File: config.mk
export PLATFORM = sky130hd
export DESIGN_NAME = kv_command_line_parser
export DESIGN_NICKNAME = d
export VERILOG_FILES = /design/src/kvclp_pkg.sv /design/src/kvclp_step.sv /design/src/kv_command_line_parser.sv
export VERILOG_INCLUDE_DIRS = /design/src /design/src/src
export SDC_FILE = /design/constraint.sdc
export NUM_CORES = 1
export LEC_CHECK = 0
export BUFFER_PORTS_ARGS = -buffer_cell sky130_fd_sc_hd__buf_4
export CORE_MARGIN = 4
export CORE_UTILIZATION = 53
export CTS_CLUSTER_SIZE = 24
export DETAILED_ROUTE_END_ITERATION = 8
export GPL_TIMING_DRIVEN = 0
export MAX_ROUTING_LAYER = met4
export PLACE_DENSITY = 0.74
export REMOVE_ABC_BUFFERS = 1
export SYNTH_ARGS = -nofsm -noshare
export SYNTH_HDL_FRONTEND = slang
export SYNTH_SLANG_ARGS = --single-unit
File: constraint.sdc
create_clock -name i_clk -period 10.34 [get_ports i_clk]
set_input_delay 1.034 -clock i_clk [delete_from_list [all_inputs] [get_ports i_clk]]
set_output_delay 1.034 -clock i_clk [all_outputs]
set_load 0.005 [all_outputs]
File: src/kv_command_line_parser_assert.svh
// Assertion macros for the command line parser.
`ifndef KV_COMMAND_LINE_PARSER_ASSERT_SVH
`define KV_COMMAND_LINE_PARSER_ASSERT_SVH
`ifndef SYNTHESIS
// Same-cycle implication on i_clk, masked during reset
`define KVCLP_ASSERT_IMP(lbl, ante, cons) \
    lbl: assert property (@(posedge i_clk) disable iff (!i_rst_n) (ante) |-> (cons)) \
        else $error("kv_command_line_parser: assertion failed");
// Next-cycle implication on i_clk, masked during reset
`define KVCLP_ASSERT_NXT(lbl, ante, cons) \
    lbl: assert property (@(posedge i_clk) disable iff (!i_rst_n) (ante) |=> (cons)) \
        else $error("kv_command_line_parser: assertion failed");
`else
`define KVCLP_ASSERT_IMP(lbl, ante, cons)
`define KVCLP_ASSERT_NXT(lbl, ante, cons)
`endif
`endif

File: src/kvclp_pkg.sv
// Shared types, codes and constants of the command line parser.
package kvclp_pkg;

    // Operation codes
    localparam logic [1:0] OP_NONE = 2'd0;
    localparam logic [1:0] OP_GET  = 2'd1;
    localparam logic [1:0] OP_SET  = 2'd2;
    localparam logic [1:0] OP_DEL  = 2'd3;

    // Result kinds
    localparam logic [1:0] KIND_KEY     = 2'd0;
    localparam logic [1:0] KIND_VALUE   = 2'd1;
    localparam logic [1:0] KIND_SUMMARY = 2'd2;

    // TTL parse phases
    localparam logic [1:0] TTL_LEAD   = 2'd0;
    localparam logic [1:0] TTL_DIGITS = 2'd1;
    localparam logic [1:0] TTL_STOP   = 2'd2;

    // Truncation limits
    localparam logic [7:0]  KEY_MAX_LEN   = 8'd255;
    localparam logic [10:0] VALUE_MAX_LEN = 11'd1024;

    localparam logic [30:0] MIN_TTL_RESET = 31'd10;

    // Register index
    localparam logic REG_MIN_TTL = 1'b0;

    // Per-line parse state
    typedef struct packed {
        logic        in_quotes;
        logic [2:0]  token_index;
        logic [2:0]  token_length;
        logic [2:0]  keyword_match;
        logic [1:0]  command_kind;
        logic [31:0] ttl_acc;
        logic [1:0]  ttl_phase;
        logic        ttl_negative;
        logic [7:0]  key_count;
        logic [10:0] value_count;
        logic        line_cut;
    } t_line_state;

    localparam t_line_state LINE_CLEAR = '{
        in_quotes:     1'b0,
        token_index:   3'd0,
        token_length:  3'd0,
        keyword_match: 3'b111,
        command_kind:  OP_NONE,
        ttl_acc:       32'd0,
        ttl_phase:     TTL_LEAD,
        ttl_negative:  1'b0,
        key_count:     8'd0,
        value_count:   11'd0,
        line_cut:      1'b0
    };

    // One result item plus its valid flag
    typedef struct packed {
        logic        valid;
        logic [1:0]  kind;
        logic [7:0]  data_byte;
        logic [1:0]  operation;
        logic [30:0] ttl_seconds;
        logic [7:0]  key_length;
        logic [10:0] value_length;
    } t_result;

    // Keyword characters: word 0 get, 1 set, 2 del
    function automatic logic [7:0] word_char(input logic [1:0] w, input logic [1:0] pos);
        logic [7:0] c;
        c = 8'h00;
        unique case ({w, pos})
            4'b00_00: c = "g";
            4'b00_01: c = "e";
            4'b00_10: c = "t";
            4'b01_00: c = "s";
            4'b01_01: c = "e";
            4'b01_10: c = "t";
            4'b10_00: c = "d";
            4'b10_01: c = "e";
            4'b10_10: c = "l";
            default:  c = 8'h00;
        endcase
        return c;
    endfunction

endpackage

File: src/kvclp_step.sv
// Per-byte parse step: next line state and the result caused by one item.
module kvclp_step (
    input  kvclp_pkg::t_line_state i_state,
    input  logic [7:0]             i_line_byte,
    input  logic                   i_end_of_line,
    input  logic [30:0]            i_min_ttl,
    output kvclp_pkg::t_line_state o_state,
    output kvclp_pkg::t_result     o_result
);
    import kvclp_pkg::*;

    // Close the token in progress; the first token picks the command
    function automatic t_line_state finish_token(input t_line_state st);
        t_line_state s;
        s = st;
        if (s.token_length != 3'd0) begin
            if (s.token_index == 3'd0) begin
                s.command_kind = OP_NONE;
                if (s.token_length == 3'd3) begin
                    priority if (s.keyword_match[0]) begin
                        s.command_kind = OP_GET;
                    end else if (s.keyword_match[1]) begin
                        s.command_kind = OP_SET;
                    end else if (s.keyword_match[2]) begin
                        s.command_kind = OP_DEL;
                    end else begin
                        s.command_kind = OP_NONE;
                    end
                end
            end
            if (s.token_index < 3'd4) begin
                s.token_index = s.token_index + 3'd1;
            end
            s.token_length = 3'd0;
        end
        return s;
    endfunction

    // atoi-style TTL accumulation, magnitude saturates at 2^31
    function automatic t_line_state ttl_feed(input t_line_state st, input logic [7:0] b);
        t_line_state s;
        logic        digit;
        logic        take;
        logic [35:0] v;
        s     = st;
        digit = (b >= "0") && (b <= "9");
        take  = 1'b0;
        unique case (s.ttl_phase)
            TTL_LEAD: begin
                if (b == 8'h20 || (b >= 8'h09 && b <= 8'h0D)) begin
                    take = 1'b0;
                end else if (b == "+" || b == "-") begin
                    s.ttl_negative = (b == "-");
                    s.ttl_phase    = TTL_DIGITS;
                end else if (!digit) begin
                    s.ttl_phase = TTL_STOP;
                end else begin
                    s.ttl_phase = TTL_DIGITS;
                    take        = 1'b1;
                end
            end
            TTL_DIGITS: begin
                if (digit) begin
                    take = 1'b1;
                end else begin
                    s.ttl_phase = TTL_STOP;
                end
            end
            default: take = 1'b0;
        endcase
        if (take) begin
            v = {1'b0, s.ttl_acc, 3'b000} + {3'b000, s.ttl_acc, 1'b0} + {32'd0, b[3:0]};
            s.ttl_acc = (v > 36'h0_8000_0000) ? 32'h8000_0000 : v[31:0];
        end
        return s;
    endfunction

    t_line_state s;
    t_result     res;
    logic [7:0]  b;
    logic        is_white;
    logic        is_quote;
    logic        do_append;
    logic [2:0]  key_at;
    logic [1:0]  op;
    logic [30:0] ttl;

    always_comb begin
        s         = i_state;
        res       = '0;
        b         = i_line_byte;
        is_white  = (b == 8'h20) || (b >= 8'h09 && b <= 8'h0D);
        is_quote  = (b == 8'h27) || (b == 8'h22);
        do_append = 1'b0;
        key_at    = 3'd1;
        op        = OP_NONE;
        ttl       = 31'd0;

        if (i_end_of_line) begin
            // Summary; an open quote drops its token
            if (!s.in_quotes) begin
                s = finish_token(s);
            end
            if (s.token_index >= 3'd2 && s.command_kind != OP_NONE &&
                (s.command_kind != OP_SET || s.token_index >= 3'd4)) begin
                op = s.command_kind;
            end
            if (s.ttl_negative) begin
                ttl = i_min_ttl;
            end else begin
                ttl = s.ttl_acc[31] ? {31{1'b1}} : s.ttl_acc[30:0];
                if (ttl < i_min_ttl) begin
                    ttl = i_min_ttl;
                end
            end
            res.valid     = 1'b1;
            res.kind      = KIND_SUMMARY;
            res.operation = op;
            if (op != OP_NONE) begin
                res.key_length = s.key_count;
            end
            if (op == OP_SET) begin
                res.ttl_seconds  = ttl;
                res.value_length = s.value_count;
            end
            s = LINE_CLEAR;
        end else if (s.line_cut) begin
            // rest of the line after a zero byte is ignored
            do_append = 1'b0;
        end else if (b == 8'h00) begin
            s.line_cut = 1'b1;
        end else if (s.in_quotes) begin
            if (is_quote) begin
                s           = finish_token(s);
                s.in_quotes = 1'b0;
            end else begin
                do_append = 1'b1;
            end
        end else if (is_white) begin
            s = finish_token(s);
        end else if (is_quote) begin
            s           = finish_token(s);
            s.in_quotes = 1'b1;
        end else begin
            do_append = 1'b1;
        end

        // Add the byte to the token in progress
        if (do_append) begin
            if (s.token_index == 3'd0 && s.token_length < 3'd3) begin
                for (int w = 0; w < 3; w++) begin
                    if (word_char(w[1:0], s.token_length[1:0]) != b) begin
                        s.keyword_match[w] = 1'b0;
                    end
                end
            end
            key_at = (s.command_kind == OP_SET) ? 3'd2 : 3'd1;
            if (s.token_index >= 3'd1 && s.command_kind != OP_NONE) begin
                if (s.command_kind == OP_SET && s.token_index == 3'd1) begin
                    s = ttl_feed(s, b);
                end
                if (s.token_index == key_at) begin
                    if (s.key_count < KEY_MAX_LEN) begin
                        s.key_count   = s.key_count + 8'd1;
                        res.valid     = 1'b1;
                        res.kind      = KIND_KEY;
                        res.data_byte = b;
                    end
                end else if (s.command_kind == OP_SET && s.token_index == 3'd3) begin
                    if (s.value_count < VALUE_MAX_LEN) begin
                        s.value_count = s.value_count + 11'd1;
                        res.valid     = 1'b1;
                        res.kind      = KIND_VALUE;
                        res.data_byte = b;
                    end
                end
            end
            if (s.token_length < 3'd4) begin
                s.token_length = s.token_length + 3'd1;
            end
        end
    end

    assign o_state  = s;
    assign o_result = res;

endmodule

File: src/kv_command_line_parser.sv
// Command line parser for a key-value store: top level, handshake and register port.
// A result appears in the output register in the cycle after the input transfer.
// Throughput: one byte per cycle while o_in_ready is high; the per-byte state update is a single register stage.
// o_in_ready drops only while the output register holds a result that is not taken.
// Reset (synchronous, active low) clears the line state and output valid, min_ttl to 10.
// There is no clearing pass; the block accepts items in the first cycle after reset.
module kv_command_line_parser (
    input  logic        i_clk,
    input  logic        i_rst_n,
    // configuration port
    input  logic        psel,
    input  logic        penable,
    input  logic        pwrite,
    input  logic [2:0]  paddr,
    input  logic [31:0] pwdata,
    output logic [31:0] prdata,
    output logic        pready,
    // input channel
    input  logic        i_in_valid,
    output logic        o_in_ready,
    input  logic [7:0]  i_line_byte,
    input  logic        i_end_of_line,
    // output channel
    output logic        o_out_valid,
    input  logic        i_out_ready,
    output logic [1:0]  o_kind,
    output logic [7:0]  o_data_byte,
    output logic [1:0]  o_operation,
    output logic [30:0] o_ttl_seconds,
    output logic [7:0]  o_key_length,
    output logic [10:0] o_value_length
);
    import kvclp_pkg::*;
    `include "kv_command_line_parser_assert.svh"

    logic [30:0] r_min_ttl;
    t_line_state r_state;
    t_line_state n_state;
    t_result     step_res;
    logic        r_out_valid;
    logic        n_out_valid;
    t_result     r_out;
    logic        in_xfer;
    logic        cfg_wr;

    // Register port
    assign pready = 1'b1;
    assign cfg_wr = psel && penable && pwrite && pready && (paddr[2] == REG_MIN_TTL);
    assign prdata = (paddr[2] == REG_MIN_TTL) ? {1'b0, r_min_ttl} : 32'd0;

    always_ff @(posedge i_clk) begin
        if (!i_rst_n) begin
            r_min_ttl <= MIN_TTL_RESET;
        end else if (cfg_wr) begin
            r_min_ttl <= pwdata[30:0];
        end
    end

    // Parse step
    kvclp_step u_step (
        .i_state       (r_state),
        .i_line_byte   (i_line_byte),
        .i_end_of_line (i_end_of_line),
        .i_min_ttl     (r_min_ttl),
        .o_state       (n_state),
        .o_result      (step_res)
    );

    // Input transfer whenever the output register is free or draining
    assign o_in_ready = !r_out_valid || i_out_ready;
    assign in_xfer    = i_in_valid && o_in_ready;

    always_comb begin
        if (in_xfer && step_res.valid) begin
            n_out_valid = 1'b1;
        end else if (i_out_ready) begin
            n_out_valid = 1'b0;
        end else begin
            n_out_valid = r_out_valid;
        end
    end

    always_ff @(posedge i_clk) begin
        if (!i_rst_n) begin
            r_state     <= LINE_CLEAR;
            r_out_valid <= 1'b0;
        end else begin
            r_out_valid <= n_out_valid;
            if (in_xfer) begin
                r_state <= n_state;
            end
        end
    end

    // Output payload register
    always_ff @(posedge i_clk) begin
        if (in_xfer && step_res.valid) begin
            r_out <= step_res;
        end
    end

    assign o_out_valid    = r_out_valid;
    assign o_kind         = r_out.kind;
    assign o_data_byte    = r_out.data_byte;
    assign o_operation    = r_out.operation;
    assign o_ttl_seconds  = r_out.ttl_seconds;
    assign o_key_length   = r_out.key_length;
    assign o_value_length = r_out.value_length;

    // Checks
    `KVCLP_ASSERT_IMP(a_no_overwrite, r_out_valid && !i_out_ready, !o_in_ready)
    `KVCLP_ASSERT_NXT(a_eol_summary, in_xfer && i_end_of_line,
                      o_out_valid && o_kind == KIND_SUMMARY)
    `KVCLP_ASSERT_NXT(a_eol_clears, in_xfer && i_end_of_line,
                      r_state.token_index == 3'd0 && !r_state.in_quotes)
    `KVCLP_ASSERT_IMP(a_none_zero, o_out_valid && o_kind == KIND_SUMMARY && o_operation == OP_NONE,
                      o_ttl_seconds == 31'd0 && o_key_length == 8'd0 && o_value_length == 11'd0)
    `KVCLP_ASSERT_IMP(a_byte_no_op, o_out_valid && o_kind != KIND_SUMMARY,
                      o_operation == OP_NONE)

endmodule

# --- Word level (Yosys, flattened, before mapping) ---
# Index checks and enable logic that the tools add are counted.
classes:
  add_sub_neg: 6
  multipliers: 0
  div_mod_pow: 0
  order_cmp: 14
  eq_ne: 19
  n_shift: 0
  mux: 81
  bitwise: 1
  n_reduce_logical: 32
ops:
  columns: ["op", "count"]
  rows:
  - ["$mux 67", 11]
  - ["$mux 66", 3]
  - ["$mux 31", 4]
  - ["$mux 11", 9]
  - ["$mux 32", 2]
  - ["$mux 8", 8]
  - ["$pmux 7 s3", 3]
  - ["$mux 55", 1]
  - ["$eq 8x6->1 const B", 5]
  - ["$add 35x33->36", 1]
  - ["$add 36x4->36", 1]
  - ["$gt 36x32->1 const B", 1]
  - ["$lt 31x31->1", 1]
  - ["$mux 2", 12]
  - ["$ne 8x8->1", 3]
  - ["$mux 1", 20]
  - ["$mux 3", 5]
  - ["$logic_and 1x1->1", 13]
  - ["$add 11x1->11 const B", 1]
  - ["$lt 11x11->1 const B", 1]
  - ["$add 8x1->8 const B", 1]
  - ["$eq 2x2->1 const B", 4]
  - ["$ge 8x4->1 const B", 1]
  - ["$ge 8x6->1 const B", 1]
  - ["26 further kinds", 41]
totals:
  regBits: 161
  latchBits: 0
  ram_bits: 0
  mem_bits_ro: 0
  in_bits: 51
  output_inout_bits: 97
  elab_cells: 172
  n_memories: 0

# --- Depth between registers and ports, before layout ---
depth:
  depth_word: 30
  ltp_mapped: 20

# --- By module ---
# Synthesis repeated with hierarchy kept, for this count alone.
unflattened:
  cells_unflattened: 1524
  area_unflattened_um2: 12514.5
modules_own_cells:
  columns: ["mod", "n_inst", "cells_per_inst", "area_per_inst_um2"]
  rows:
  - ["kvclp_step", 1, 992, 6621.4]
  - ["kv_command_line_parser", 1, 532, 5893.2]

# --- Worst setup path before layout ---
# No wires, ideal clock.
synth_path:
  path_kind: "input-to-reg"
  startpoint: "input i_end_of_line"
  endpoint: "register r_out, in the netlist o_data_byte[0], enable pin"
  setup_time_ps: 482
  arrival_ps: 5911
  t_required_ps: 9858
  slack_ps: 3947
  cell_stages: 12
  path_cell_list: "clkbuf_1 -> clkbuf_1 -> clkbuf_1 -> clkbuf_1 -> nor2b_1 -> ha_1 -> and3_1 -> nand4_1 -> o211ai_1 -> a21oi_1 -> nor2_1 -> nor2_1"
synth_via:
  elab_chain_cells: 11
synth_rtl:
  columns: ["element", "line", "text"]
  rows:
  - ["start, declared", "kv_command_line_parser.sv:22", "input logic i_end_of_line,"]
  - ["$mux 67", "kvclp_step.sv:99", "if (i_end_of_line) begin"]
  - ["$mux 55", "kvclp_step.sv:159", "if (s.command_kind == OP_SET && s.token_index == 3'd1) begin"]
  - ["$mux 67", "kvclp_step.sv:158", "if (s.token_index >= 3'd1 && s.command_kind != OP_NONE) begin"]
  - ["$mux 67", "kvclp_step.sv:149", "if (do_append) begin"]
  - ["$lt 11x11->1", "kvclp_step.sv:170", "if (s.value_count < VALUE_MAX_LEN) begin"]
  - ["$mux 11", "kvclp_step.sv:170", null]
  - ["$mux 11", "kvclp_step.sv:169", "end else if (s.command_kind == OP_SET && s.token_index == 3'd3) begin"]
  - ["$mux 11", "kvclp_step.sv:162", "if (s.token_index == key_at) begin"]
  - ["$mux 11", "kvclp_step.sv:158", null]
  - ["$mux 11 *", "kvclp_step.sv:149", null]
  - ["$logic_and 1x1->1 *", "kv_command_line_parser.sv:97", "if (in_xfer && step_res.valid) begin"]
  - ["end signal, assigned", "kv_command_line_parser.sv:98", "r_out <= step_res;"]
  - ["end, declared", "kv_command_line_parser.sv:42", "t_result r_out;"]
# Mark *: on every way between the ends. The rest lies on a longest branch, timed or not. The select of a mux whose other input is x is not followed.
# A chain may end at the register's enable or synchronous reset.

# --- Worst setup path after layout ---
layout_path:
  startpoint: "input i_end_of_line"
  endpoint: "register r_state[43] (netlist bit)"
layout_via:
  elab_chain_cells: 13
layout_rtl:
  columns: ["element", "line", "text"]
  rows:
  - ["parallel branches: the longest is 12 deep, another holds $add 35x33->36", null, null]
  - ["$mux 67 *", "kvclp_step.sv:149", null]
  - ["end signal, assigned", "kv_command_line_parser.sv:90", "r_state <= n_state;"]
  - ["end, declared", "kv_command_line_parser.sv:37", "t_line_state r_state;"]
# Mark *: on every way between the ends. The select of a mux whose other input is x is not followed.

==> metrics.yaml <==
cts_inserted_buffers: 17
routedWlPerCell_um: 18.4
leakage_nw: 5.48
intPower_mw: 1.09
synth_area_leaders: "dfxtp_1 18%, edfxtp_1 17%, ha_1 12%, nand2_1 4.9%, nor2_1 4.6%"
insertion_delay_ps: 430
hpwlAfterDp_um: 23200
root_buffer: "clkbuf_16"
antennaDiodeCount: 0
globalplace.congestion: 0.913
die_y_um: 152
grt_antenna_before_repair: 0
clkPwrFrac_pct: 45.1
tightest_slew_ps: 1410
synth_top_area_cell: "dfxtp_1"
worstPathRequired_ps: 10710
route.detailed.drc: 0
cp-end-kind: "flip-flop"
cts_sinks: 161
path_cells: "buf_4 > nor2b_1 > xnor2_1 > ha_1 > inv_1 > fa_1 > nand2b_1 > a21oi_1 > o21ai_1 > a311oi_1 > o21a_1 > o211ai_1 > nor4_1 > nand4_1 > a211oi_2 > buf_6 > a22o_1"
post-route-period-util_pct: 59.8
yosys-top-cells-count: "143 x nand2_1, 135 x nor2_1, 102 x ha_1, 99 x dfxtp_1, 64 x a21oi_1"
cts.repair.resized: 0
grt_pass1_wl_um: 49400
wl_um: 30800
vias: 9869
io_pins: 148
fin_setup_tns_ps: 0
drtAntennaViolNets: 0
setup.worst_path.class: "in2reg"
die_w_um: 152
grt_max_degree: 68
core_um2: 20400
die_area_um2: 23200
crit_family: "compound AO/OA/AOI/OAI gates"
skew_ps: 12.1
arrival_ps: 6550
max_freq_ghz: 0.162
drtIter0Drc: 602
drv_cap: 0
cpMaxStageDelayCell: "a311oi_1"
status: "finished clean"
start_kind: "input port"
critPathMaxStageDelay_ps: 760
setup_ws_ps: 4160
ys_seq_elements: 161
hold_violations: 0
postCtsHoldBufs: 0
power_switching_uw: 328
gr-total-overflow: 0
drv_slew: 0
first_global_vias: 9286
num-nets-final: 1548
min_path_type: "reg2reg"
synth_edf_count: 62
syn_inst: 1298
synth_ff_type: "dfxtp_1"
post_cts_buffers: 0
rsz0062_at_grt: "false"
firstDrtPassIters: 5
min_period_ps: 6180
max-vdd-ir-drop_mv: 0.101
pre_cts_ws_ps: 3800
synthArstFlopShare_pct: 0
filler_cell_count: 1743
grt_use_total_pct: 26.5
cts_tree: "built"
p_comb_share_pct: 7.4
setup_viol: 0
p_sw_share_pct: 23.1
rows: 52
areaGrowthSynthToFinish_pct: 16.7
critPathBufInv: 3
synth_most_common_cell: "nand2_1"
synth.distinct_cells: 70
synth_top_area_share_pct: 17.9
cts.clk_slew.worst_paths_ps: 60
p_per_area_nw_per_um2: 110
clk_path_buf_depth: 2
worst-path-max-fanout: 65
avgSynthCellArea_um2: 8.52
io_buffers: 142
ys_seq_area_share_pct: 34.8
relSlewSlack_pct: 5.66
cts-htree-levels: 4
synth_warnings: 0
avgViaCountPerCell: 5.88
synth_area_um2: 11100
drive_above_1_share_pct: 15.6
initial_core_util_pct: 54.3
seqPwrFrac_pct: 47.5
==> layout make-up <==
type | instances | area, um2 | area share [%]
tap | 270 | 338 | 2.62
clock buffer | 21 | 440 | 3.41
timing repair buffer | 147 | 1170 | 9.05
multi-input combinational | 1018 | 6780 | 52.5
clock inverter | 11 | 154 | 1.19
inverter | 49 | 184 | 1.43
sequential | 161 | 3840 | 29.8
==> flip-flops by register name, indices dropped and copies added (netlist names) <==
| signal | flops |
|---|---|
| o_value_length | 11 |
| r_min_ttl | 31 |
| o_data_byte | 8 |
| o_ttl_seconds | 31 |
| o_operation | 2 |
| o_kind | 2 |
| r_state | 67 |
| o_key_length | 8 |
| o_out_valid | 1 |
==> per-stage QoR <==
| step | std cells | total power, mW | hold WS, ps | utilization [%] | cell area, um2 |
|---|---|---|---|---|---|
| 3_5_place_dp | 1645 | 0.794 | 466 | 60.4 | 12300 |
| 2_1_floorplan | 1228 | 0.732 | 433 | - | 10800 |
| 3_3_place_gp | 1640 | 0.791 | 453 | 59.8 | 12200 |
| 5_1_grt | 1677 | 1.47 | 504 | 63.4 | 12900 |
| 4_1_cts | 1677 | 1.43 | 482 | 63.3 | 12900 |
| 6_report | 1677 | 1.42 | 482 | 63.4 | 12900 |
==> final timing paths <==
| kind | startpoint | end | slack, ps | cells past startpoint |
|---|---|---|---|---|
| worst max-delay path | i_end_of_line | r_state[43] | 4160 | 17 |
| worst min-delay path | r_min_ttl[14] | r_min_ttl[14] | 480 | 2 |
| worst max register to register | r_state[23] | r_state[43] | 4930 | 16 |
| worst min register to register | r_min_ttl[14] | r_min_ttl[14] | 480 | 2 |
==> cell usage in the layout, fill, tap and decap left out, types with 15 or more instances in the layout <==
master,count
a211oi_1,15
a21boi_0,35
a21o_1,43
a21oi_1,64
a22o_1,22
and2_1,24
buf_4,142
clkbuf_16,17
dfxtp_1,99
edfxtp_1,62
ha_1,102
inv_1,48
mux2i_1,37
nand2_1,142
nand3_1,23
nand4_1,20
nor2_1,134
nor2b_1,55
nor3_1,34
o21ai_0,32
or2_2,30
xnor2_1,32
==> cells by family after synthesis <==
logic type               Yosys count  synth area share [%]
XOR/XNOR                          43                  3.41
AND/OR/NAND/NOR                  528                  23.4
other                              2                0.0679
adder cells (fa/ha/maj)          103                  11.7
AO/OA/AOI/OAI                    304                  19.0
flip-flops                       161                  34.8
buffers and inverters            119                  4.19
multiplexers                      38                  3.45
==> tightest hold or removal path, cell delays in order (launching register included) <==
cell      delay, ps
dfxtp_1         320
nand2_1          50
a21boi_0         60
==> power by group through the flow <==
| stage | registers, mW | clock network, mW | logic, mW |
|---|---|---|---|
| after floorplan | 0.690 | 0 | 0.0412 |
| after global placement | 0.691 | 0 | 0.101 |
| after detailed placement | 0.690 | 0 | 0.104 |
| after CTS | 0.676 | 0.649 | 0.105 |
| after global routing | 0.677 | 0.677 | 0.114 |
| final | 0.676 | 0.642 | 0.105 |
==> layer usage <==
layer,share of wire [%],up-vias,global-route usage [%]
met3,5.5,53,3.64
li1,-,4844,-
met5,0,-,-
met2,46,303,41.7
met1,46,4669,35.5
met4,2.5,0,8.82
No activity file was read; power rests on OpenSTA's default activity.
